$ cat src/design/vd_pkg.sv
// shared widths, constants and control types of the vector distance block
package vd_pkg;

    localparam int ELEM_W  = 16;
    localparam int DIFF_W  = ELEM_W + 1;
    localparam int TERM_W  = 2 * ELEM_W + 1;
    localparam int PROD_W  = 2 * DIFF_W;
    localparam int SUM_W   = 42;
    localparam int DIST_W  = 26;
    localparam int ROOT_W  = SUM_W / 2;
    localparam int REM_W   = ROOT_W + 3;
    localparam int STEP_W  = 5;

    localparam logic [STEP_W-1:0] SQRT_LAST_STEP = STEP_W'(ROOT_W - 1);
    localparam logic [SUM_W-1:0]  SUM_MAX        = {SUM_W{1'b1}};
    localparam logic [DIST_W-1:0] DIST_MAX       = {DIST_W{1'b1}};

    localparam logic MODE_EUCLID    = 1'b0;
    localparam logic MODE_MANHATTAN = 1'b1;

    typedef struct packed {
        logic capture;
        logic form_term;
        logic accumulate;
        logic clear;
    } t_acc_ctrl;

    typedef struct packed {
        logic busy;
        logic done;
    } t_sqrt_stat;

endpackage

$ cat src/design/vd_acc.sv
// difference, term and saturating accumulator datapath
module vd_acc (
    input  logic                         i_clk,
    input  logic                         i_rst_n,
    input  vd_pkg::t_acc_ctrl            i_ctrl,
    input  logic                         i_mode,
    input  logic [vd_pkg::ELEM_W-1:0]    i_x,
    input  logic [vd_pkg::ELEM_W-1:0]    i_y,
    output logic [vd_pkg::SUM_W-1:0]     o_sum,
    output logic                         o_sat
);

    logic signed [vd_pkg::DIFF_W-1:0] diff;
    logic        [vd_pkg::DIFF_W-1:0] absd;
    logic        [vd_pkg::PROD_W-1:0] prod;
    logic        [vd_pkg::TERM_W-1:0] n_term;
    logic        [vd_pkg::SUM_W:0]    sum_ext;

    logic [vd_pkg::DIFF_W-1:0] r_absd;
    logic                      r_mode;
    logic [vd_pkg::TERM_W-1:0] r_term;
    logic [vd_pkg::SUM_W-1:0]  r_sum;
    logic                      r_sat;

    assign diff = $signed({i_x[vd_pkg::ELEM_W-1], i_x}) - $signed({i_y[vd_pkg::ELEM_W-1], i_y});
    assign absd = diff[vd_pkg::DIFF_W-1] ? vd_pkg::DIFF_W'(-diff) : vd_pkg::DIFF_W'(diff);
    assign prod = vd_pkg::PROD_W'(r_absd) * vd_pkg::PROD_W'(r_absd);
    assign n_term = (r_mode == vd_pkg::MODE_MANHATTAN) ? vd_pkg::TERM_W'(r_absd)
                                                       : prod[vd_pkg::TERM_W-1:0];
    assign sum_ext = {1'b0, r_sum} + (vd_pkg::SUM_W + 1)'(r_term);

    always_ff @(posedge i_clk) begin
        if (i_ctrl.capture) begin
            r_absd <= absd;
            r_mode <= i_mode;
        end
        if (i_ctrl.form_term) begin
            r_term <= n_term;
        end
    end

    always_ff @(posedge i_clk) begin
        if (!i_rst_n) begin
            r_sum <= '0;
            r_sat <= 1'b0;
        end else if (i_ctrl.clear) begin
            r_sum <= '0;
            r_sat <= 1'b0;
        end else if (i_ctrl.accumulate) begin
            if (sum_ext[vd_pkg::SUM_W]) begin
                r_sum <= vd_pkg::SUM_MAX;
                r_sat <= 1'b1;
            end else begin
                r_sum <= sum_ext[vd_pkg::SUM_W-1:0];
            end
        end
    end

    assign o_sum = r_sum;
    assign o_sat = r_sat;

endmodule

$ cat src/design/vd_sqrt.sv
// iterative floor square root, one root bit per cycle
module vd_sqrt (
    input  logic                        i_clk,
    input  logic                        i_rst_n,
    input  logic                        i_start,
    input  logic [vd_pkg::SUM_W-1:0]    i_value,
    output vd_pkg::t_sqrt_stat          o_stat,
    output logic [vd_pkg::ROOT_W-1:0]   o_root
);

    logic [vd_pkg::SUM_W-1:0]  r_val;
    logic [vd_pkg::REM_W-1:0]  r_rem;
    logic [vd_pkg::ROOT_W-1:0] r_root;
    logic [vd_pkg::STEP_W-1:0] r_cnt;
    logic                      r_busy;
    logic                      r_done;

    logic [vd_pkg::REM_W-1:0] rem_sh;
    logic [vd_pkg::REM_W-1:0] trial;
    logic                     fits;

    assign rem_sh = {r_rem[vd_pkg::REM_W-3:0], r_val[vd_pkg::SUM_W-1 -: 2]};
    assign trial  = {1'b0, r_root, 2'b01};
    assign fits   = (rem_sh >= trial);

    always_ff @(posedge i_clk) begin
        if (i_start) begin
            r_val  <= i_value;
            r_rem  <= '0;
            r_root <= '0;
        end else if (r_busy) begin
            r_val  <= {r_val[vd_pkg::SUM_W-3:0], 2'b00};
            r_rem  <= fits ? (rem_sh - trial) : rem_sh;
            r_root <= {r_root[vd_pkg::ROOT_W-2:0], fits};
        end
    end

    always_ff @(posedge i_clk) begin
        if (!i_rst_n) begin
            r_busy <= 1'b0;
            r_done <= 1'b0;
            r_cnt  <= '0;
        end else begin
            r_done <= 1'b0;
            if (i_start) begin
                r_busy <= 1'b1;
                r_cnt  <= vd_pkg::SQRT_LAST_STEP;
            end else if (r_busy) begin
                if (r_cnt == '0) begin
                    r_busy <= 1'b0;
                    r_done <= 1'b1;
                end else begin
                    r_cnt <= r_cnt - 1'b1;
                end
            end
        end
    end

    assign o_stat.busy = r_busy;
    assign o_stat.done = r_done;
    assign o_root      = r_root;

endmodule

$ cat src/design/vector_distance_core.sv
// vector distance top level: sequencer, mode register and result register
// One element pair is taken at a time, the next only after capture of |x-y|,
// forming the term (the square through the multiplier, or the absolute value
// itself) and the saturating 42-bit accumulate. On the last pair a Manhattan
// result is registered directly; a Euclidean result waits for the bit-serial
// square root unit, which produces one of its 21 root bits per cycle. While an
// item is in flight o_in_stall is high. The result register holds a finished
// distance until taken, so the next vector can already stream in; a final pair
// waits only if the previous result is still unclaimed.
module vector_distance_core (
    input  logic                        i_clk,
    input  logic                        i_rst_n,
    input  logic                        i_in_valid,
    output logic                        o_in_stall,
    input  logic [vd_pkg::ELEM_W-1:0]   i_x_element,
    input  logic [vd_pkg::ELEM_W-1:0]   i_y_element,
    input  logic                        i_last_element,
    output logic                        o_out_valid,
    input  logic                        i_out_stall,
    output logic [vd_pkg::DIST_W-1:0]   o_distance,
    output logic                        o_saturated,
    input  logic                        i_cfg_valid,
    output logic                        o_cfg_ready,
    input  logic                        i_cfg_data
);

    typedef enum logic [4:0] {
        S_IDLE = 5'b00001,
        S_TERM = 5'b00010,
        S_ADD  = 5'b00100,
        S_FIN  = 5'b01000,
        S_ROOT = 5'b10000
    } t_state;

    t_state r_state, n_state;

    logic                      r_distance_mode;
    logic                      r_item_last;
    logic                      r_item_mode;
    logic                      r_fin_sat;
    logic                      r_out_valid;
    logic [vd_pkg::DIST_W-1:0] r_distance;
    logic                      r_saturated;

    vd_pkg::t_acc_ctrl         acc_ctrl;
    vd_pkg::t_sqrt_stat        sqrt_stat;
    logic [vd_pkg::SUM_W-1:0]  sum;
    logic                      sum_sat;
    logic [vd_pkg::ROOT_W-1:0] root;
    logic                      in_take;
    logic                      out_free;
    logic                      fin_go;
    logic                      sqrt_start;
    logic                      man_over;

    assign in_take  = i_in_valid && !o_in_stall;
    assign out_free = !r_out_valid || !i_out_stall;
    assign fin_go   = (r_state == S_FIN) && !r_out_valid;
    assign man_over = |sum[vd_pkg::SUM_W-1:vd_pkg::DIST_W];

    assign sqrt_start          = fin_go && (r_item_mode == vd_pkg::MODE_EUCLID);
    assign acc_ctrl.capture    = in_take;
    assign acc_ctrl.form_term  = (r_state == S_TERM);
    assign acc_ctrl.accumulate = (r_state == S_ADD);
    assign acc_ctrl.clear      = fin_go;

    vd_acc u_acc (
        .i_clk   (i_clk),
        .i_rst_n (i_rst_n),
        .i_ctrl  (acc_ctrl),
        .i_mode  (r_distance_mode),
        .i_x     (i_x_element),
        .i_y     (i_y_element),
        .o_sum   (sum),
        .o_sat   (sum_sat)
    );

    vd_sqrt u_sqrt (
        .i_clk   (i_clk),
        .i_rst_n (i_rst_n),
        .i_start (sqrt_start),
        .i_value (sum),
        .o_stat  (sqrt_stat),
        .o_root  (root)
    );

    always_comb begin
        n_state = r_state;
        unique case (r_state)
            S_IDLE: begin
                if (in_take) n_state = S_TERM;
            end
            S_TERM: n_state = S_ADD;
            S_ADD: begin
                n_state = r_item_last ? S_FIN : S_IDLE;
            end
            S_FIN: begin
                if (fin_go) begin
                    n_state = (r_item_mode == vd_pkg::MODE_EUCLID) ? S_ROOT : S_IDLE;
                end
            end
            S_ROOT: begin
                if (sqrt_stat.done) n_state = S_IDLE;
            end
            default: n_state = S_IDLE;
        endcase
    end

    always_ff @(posedge i_clk) begin
        if (!i_rst_n) begin
            r_state         <= S_IDLE;
            r_distance_mode <= vd_pkg::MODE_EUCLID;
            r_out_valid     <= 1'b0;
        end else begin
            r_state <= n_state;
            if (i_cfg_valid && o_cfg_ready) begin
                r_distance_mode <= i_cfg_data;
            end
            if ((fin_go && r_item_mode == vd_pkg::MODE_MANHATTAN) ||
                (r_state == S_ROOT && sqrt_stat.done)) begin
                r_out_valid <= 1'b1;
            end else if (out_free) begin
                r_out_valid <= 1'b0;
            end
        end
    end

    always_ff @(posedge i_clk) begin
        if (in_take) begin
            r_item_last <= i_last_element;
            r_item_mode <= r_distance_mode;
        end
        if (fin_go) begin
            r_fin_sat <= sum_sat;
            if (r_item_mode == vd_pkg::MODE_MANHATTAN) begin
                r_distance  <= man_over ? vd_pkg::DIST_MAX : sum[vd_pkg::DIST_W-1:0];
                r_saturated <= sum_sat || man_over;
            end
        end
        if (r_state == S_ROOT && sqrt_stat.done) begin
            r_distance  <= vd_pkg::DIST_W'(root);
            r_saturated <= r_fin_sat;
        end
    end

    assign o_in_stall  = (r_state != S_IDLE);
    assign o_out_valid = r_out_valid;
    assign o_distance  = r_distance;
    assign o_saturated = r_saturated;
    assign o_cfg_ready = 1'b1;

endmodule

$ cat config.mk
export PLATFORM = sky130hd
export DESIGN_NAME = vector_distance_core
export DESIGN_NICKNAME = d
export VERILOG_FILES = /design/src/design/vd_pkg.sv /design/src/design/vd_acc.sv /design/src/design/vd_sqrt.sv /design/src/design/vector_distance_core.sv
export SDC_FILE = /design/constraint.sdc
export NUM_CORES = 1
export LEC_CHECK = 0
export BUFFER_PORTS_ARGS = -buffer_cell sky130_fd_sc_hd__buf_2
export CORE_MARGIN = 8
export CORE_UTILIZATION = 44
export CTS_CLUSTER_SIZE = 10
export DETAILED_ROUTE_END_ITERATION = 10
export SYNTH_ARGS = -nofsm -noshare
export SYNTH_HDL_FRONTEND = slang
export SYNTH_SLANG_ARGS = --single-unit
$ cat constraint.sdc
create_clock -name i_clk -period 6.31 [get_ports i_clk]
set_input_delay 1.893 -clock i_clk [delete_from_list [all_inputs] [get_ports i_clk]]
set_output_delay 1.893 -clock i_clk [all_outputs]
set_load 0.05 [all_outputs]
-- Word level (Yosys, flattened, before mapping)
Cells that the tools add are included.
- memory bits (writable): 0
- latch bits: 0
- memories: 0
- bits in registers: 222
- logic and storage cells: 97
- output and inout port bits: 30
- ROM bits: 0
- input port bits: 39
- shift operators: 0
- equality and inequality tests: 10
- $mul: 1
- $add $sub $neg: 5
- reductions and logical operators: 26
- div/mod/pow operators: 0
- magnitude comparators: 1
- bitwise gates (word level): 4
- mux-type cells: 28
- operator list (cell ; number):
    $mux W42 ; 3
    $mux W21 ; 3
    $add A42 B33 Y43 ; 1
    $mux W5 ; 7
    $mul A17 B17 Y33 ; 1
    $mux W26 ; 1
    $pmux W5 S5 ; 1
    $ge A24 B23 Y1 ; 1
    $mux W22 ; 1
    $sub A22 B22 Y22 ; 1
    $mux W17 ; 1
    $neg A17 Y17 ; 1
    $sub A16 B16 Y17 ; 1
    $mux W16 ; 1
    $reduce_or A16 Y1 ; 1
    $reduce_and A2 Y1 ; 5
    $mux W1 ; 9
    $reduce_bool A2 Y1 ; 4
    $ne A2 B2 Y1 const B ; 3
    $eq A5 B1 Y1 const B ; 1
    $eq A5 B2 Y1 const B ; 1
    $eq A5 B3 Y1 const B ; 1
    $eq A5 B4 Y1 const B ; 1
    $eq A5 B5 Y1 const B ; 1
    12 further kinds ; 24

-- Longest topological paths before layout
- word-level depth: 5
- mapped depth: 24
- depth with buffers taken out: 24

-- Cells and area by module
A second synthesis with hierarchy kept.
- cells, all modules: 2242
- area total of the unflattened synthesis: 21225.4 um^2
- modules (own cells, without submodules) (module ; area an instance (um^2) ; cells an instance ; instances ; seq. area each (um^2)):
    vd_acc ; 14516.4 ; 1622 ; 1 ; 2392.3
    vd_sqrt ; 5104.9 ; 496 ; 1 ; 2262.2
    vector_distance_core ; 1604.0 ; 124 ; 1 ; 991.0

-- Worst setup path before layout
Ideal clock, no wire load.
- path kind: register -> register
- from: register u_acc.r_absd[14] (netlist bit)
- to: register u_acc.r_term[32] (netlist bit), data pin
- path buffers: 2
- slack: 0.119 ns
- setup time: 0.266 ns
- clock period less this slack: 6.191 ns
- data arrival time: 5.925 ns
- cell stages (with the launch flop): 23
- data required time: 6.044 ns
- cells stage by stage: edfxtp_1 > clkbuf_1 > clkbuf_1 > nand2_1 > inv_1 > fa_1 > fa_1 > fa_1 > fa_1 > fa_1 > inv_1 > fa_1 > inv_1 > ha_1 > a21o_1 > a21o_1 > a21oi_1 > o21ai_0 > a211o_1 > o2111ai_1 > a21oi_1 > xnor2_1 > nor2_1
- longest elaborated chain between the ends: 1
- ends and longest elaborated chain (what ; line ; RTL):
    start: declaration ; vd_acc.sv:19 ; logic [vd_pkg::DIFF_W-1:0] r_absd;
    start signal: assignment ; vd_acc.sv:34 ; r_absd <= absd;
    $mul A17 B17 Y33 ; vd_acc.sv:27 ; assign prod = vd_pkg::PROD_W'(r_absd) * vd_pkg::PROD_W'(r_absd);
    end signal: assignment ; vd_acc.sv:38 ; r_term <= n_term;
    end: declaration ; vd_acc.sv:21 ; logic [vd_pkg::TERM_W-1:0] r_term;
Every way passes these cells.
A chain may end at the register's enable or synchronous reset.

-- Worst setup path in the final report
- from: register u_acc.r_absd[10] (netlist bit)
- to: register u_acc.r_term[31] (netlist bit), data pin
Same word-level chain as after synthesis.

==> impl_metrics.csv <==
group,metric,value,unit
timing,finalCriticalPeriod,6140,ps
critical_path,reg2reg_to,"u_acc.r_term[31]",
worst_hold_path,min_from,"u_sqrt.r_rem[20]",
global_route,grt_max_degree,62,
drt,vias,15700,
drt,route.detailed.drc,0,
critical_path,critPathMaxFanout,5,
placement,hpwl,38100,um
synth,syn_area_per_cell,9.10,um^2
worst_hold_path,hp-class,"reg -> reg",
synth,synth_mux_area_share,1.84,%
run_status,status,"complete, no violations",
clock_network,clock_sinks,222,
global_route,grt_pass1_wl,79700,um
drt,routed_via_density,5.26,
floorplan,ios,69,
timing,slew-limit-headroom,22.5,%
clock_network,tritoncts,"built",
synth,synth_edf_count,117,
finish,nNetsFinal,2765,
synth,yosys.area_share.simple,13.7,%
timing,finalCritPeriodShare,97.3,%
finish,final_core_util,49.4,%
drt,dr.pass1.iters,5,
placement,placed_cells,2914,
timing,worst_pin_slew,1160,ps
floorplan,fp.dieW,232,um
finish,antennaDiodeCount,0,
timing,drv_slew,0,
synth,synth_ff_type,"edfxtp_1",
synth,yosys-top-cells-area,"fa_1 19%, edfxtp_1 17%, ha_1 11%, dfxtp_1 10%, inv_1 6.6%",
synth,syn-num-nets,2671,
synth,ys_seq_area_share,27.3,%
clock_network,cts-root-buf,"clkbuf_16",
drt,finalWirelength,48100,um
finish,mostFrequentLayoutCells,"360 x inv_1, 268 x nand2_1, 194 x fa_1",
synth,synth-compound-area-share,14.5,%
synth,synth_area,20500,um^2
synth,synthDominantCellAreaShare,18.9,%
drt,ant_nets,0,
global_route,antenna_found_initial,0,
placement,place.gp.congestion,0.888,
timing,clock_skew,14.7,ps
worst_hold_path,hold_path_depth,2,
drt,routedWlPerCell,16.2,um
floorplan,die-area,53900,um^2
critical_path,crit_arrival,6440,ps
global_route,grt_usage,17.8,%
clock_network,clkLatencyLatePin,570,ps
placement,numPortBuffers,67,
worst_hold_path,worstHoldEndpoint,"u_sqrt.r_rem[20]",
synth,ys_ff_latch,222,
synth,yosysWarnings,0,
global_route,grt_remaining_overflow,0,
critical_path,reg2reg_from,"u_acc.r_absd[10]",
floorplan,initial_core_util,44.3,%
clock_network,ctsHtreeMaxLevel,1,
critical_path,crit_type,"reg -> reg",
timing,max_freq,0.163,GHz
timing,finalHoldViolCount,0,
clock_network,cts.clk_slew.worst_paths,60,ps
clock_network,cts_max_path_buffers,3,
synth,synth_xor_area_share,4.77,%
synth,async_reset_ff_share,0,%
critical_path,rr_worst_depth,22,
finish,layout_commonest_cell,"inv_1",
global_route,grt_pass1_vias,16200,
critical_path,regToRegSetupSlack,170,ps
synth,yosysUniqueCellTypes,73,
synth,synth_top_family_by_area,"adder cells",
finish,syn2layout_area_growth,11.4,%
synth,synthAdderAreaFrac,29.8,%
clock_network,cts_hold_buf,0,
floorplan,core,46400,um^2
timing,setup_tns,0,ps
synth,synthCells,2259,
finish,instances_no_fill,2979,
floorplan,die_h,232,um
job,timing.max_cap.violations,0,
finish,drive_above_1_share,9.61,%
drt,initialDrtViolationCount,849,
synth,yosysTopAreaCell,"fa_1",
floorplan,rows,79,
timing,finalSetupViolations,0,
critical_path,startpoint_type,"flop",
critical_path,cp.required,6620,ps
clock_network,cts_buffers,27,
critical_path,crit_path_end_kind,"flop",
[worst max-delay path, stage by stage, from the launching register on]
cell	delay, ps
edfxtp_1	430
buf_4	190
and2_1	200
fa_1	500
inv_1	50
fa_1	460
fa_1	520
inv_1	60
fa_1	460
fa_1	540
inv_1	50
fa_1	530
inv_1	40
ha_1	300
a21o_1	180
a21oi_2	150
o21bai_1	110
a31oi_4	190
o21ai_2	90
a21o_1	200
a311oi_2	270
o21bai_1	90
mux2_2	270
[metal layers]
metal	global-route usage [%]	part of all wire [%]	up-vias
met5	0	0	-
met4	6.53	3.5	0
met3	1.76	3.6	85
met2	30.7	47	324
met1	22.9	46	7539
li1	-	-	7731
[how the worst max path moves through the flow]
stage,from,endpoint
final,u_acc.r_absd[10],u_acc.r_term[31]
after CTS,u_acc.r_absd[3],u_acc.r_term[32]
after detailed placement,u_acc.r_absd[7],u_acc.r_term[31]
after global placement,u_acc.r_absd[7],u_acc.r_term[31]
after floorplan,u_acc.r_absd[14],u_acc.r_term[32]
after global routing,u_acc.r_absd[7],u_acc.r_term[32]
[synthesized netlist by cell type, types with 31 or more instances]
cell type,count
mux2i_1,31
a21o_1,40
and2_1,63
xor2_1,49
clkbuf_1,69
fa_1,194
edfxtp_1,117
ha_1,179
a21oi_1,131
dfxtp_1,105
a31oi_1,33
nand2_1,269
o21ai_0,121
nor2_1,125
inv_1,360
xnor2_1,63
[logic make-up (layout without fill, tap and decap cells)]
kind of cell,count (synthesis),in the layout
AOI/OAI and AO/OA,469,469
buffers and inverters,440,553
adders and majority gates,373,373
muxes,37,37
xor gates and xnor gates,112,112
DFF,222,222
other,1,1
and+or+nand+nor,605,605
[what timing repair did]
item / in CTS / in global routing
pin swaps: 0 / 13
endpoints found under the hold margin: 0 / 0
setup endpoints to repair: 4 / 12
setup buffers: 5 / 12
gates resized for setup: 1 / 31
[registers in the layout (all words and copies together), names as in the netlist]
name	cells
o_out_valid	1
u_sqrt.r_done	1
o_distance	26
u_acc.o_sum	42
u_acc.r_term	33
u_sqrt.r_busy	1
u_sqrt.r_rem	22
r_state	5
u_sqrt.r_cnt	5
o_saturated	1
u_acc.r_mode	1
r_fin_sat	1
r_item_last	1
u_acc.o_sat	1
u_sqrt.o_root	21
r_distance_mode	1
u_acc.r_absd	17
u_sqrt.r_val	42
[area by class of cell]
cell class	count	area, um^2
fill	4330	23500
clock inverter	3	31.3
clock buffer	45	773
inverter	361	1360
tap	607	759
timing repair buffer	144	953
multi-input combinational	1597	13400
sequential	222	5620
[through the flow]
step / setup slack [ps] / hold slack, ps / area (um^2)
finish: 173 / 463 / 22900
global route: -55.0 / 484 / 22900
CTS: 23.6 / 468 / 22700
detailed placement: -51.1 / 454 / 21800
global placement: 39.2 / 452 / 21800
floorplan: 119 / 408 / 20500
Power is not shown: default switching activity piles up to over one toggle a cycle in this logic, so the estimate is an artifact.
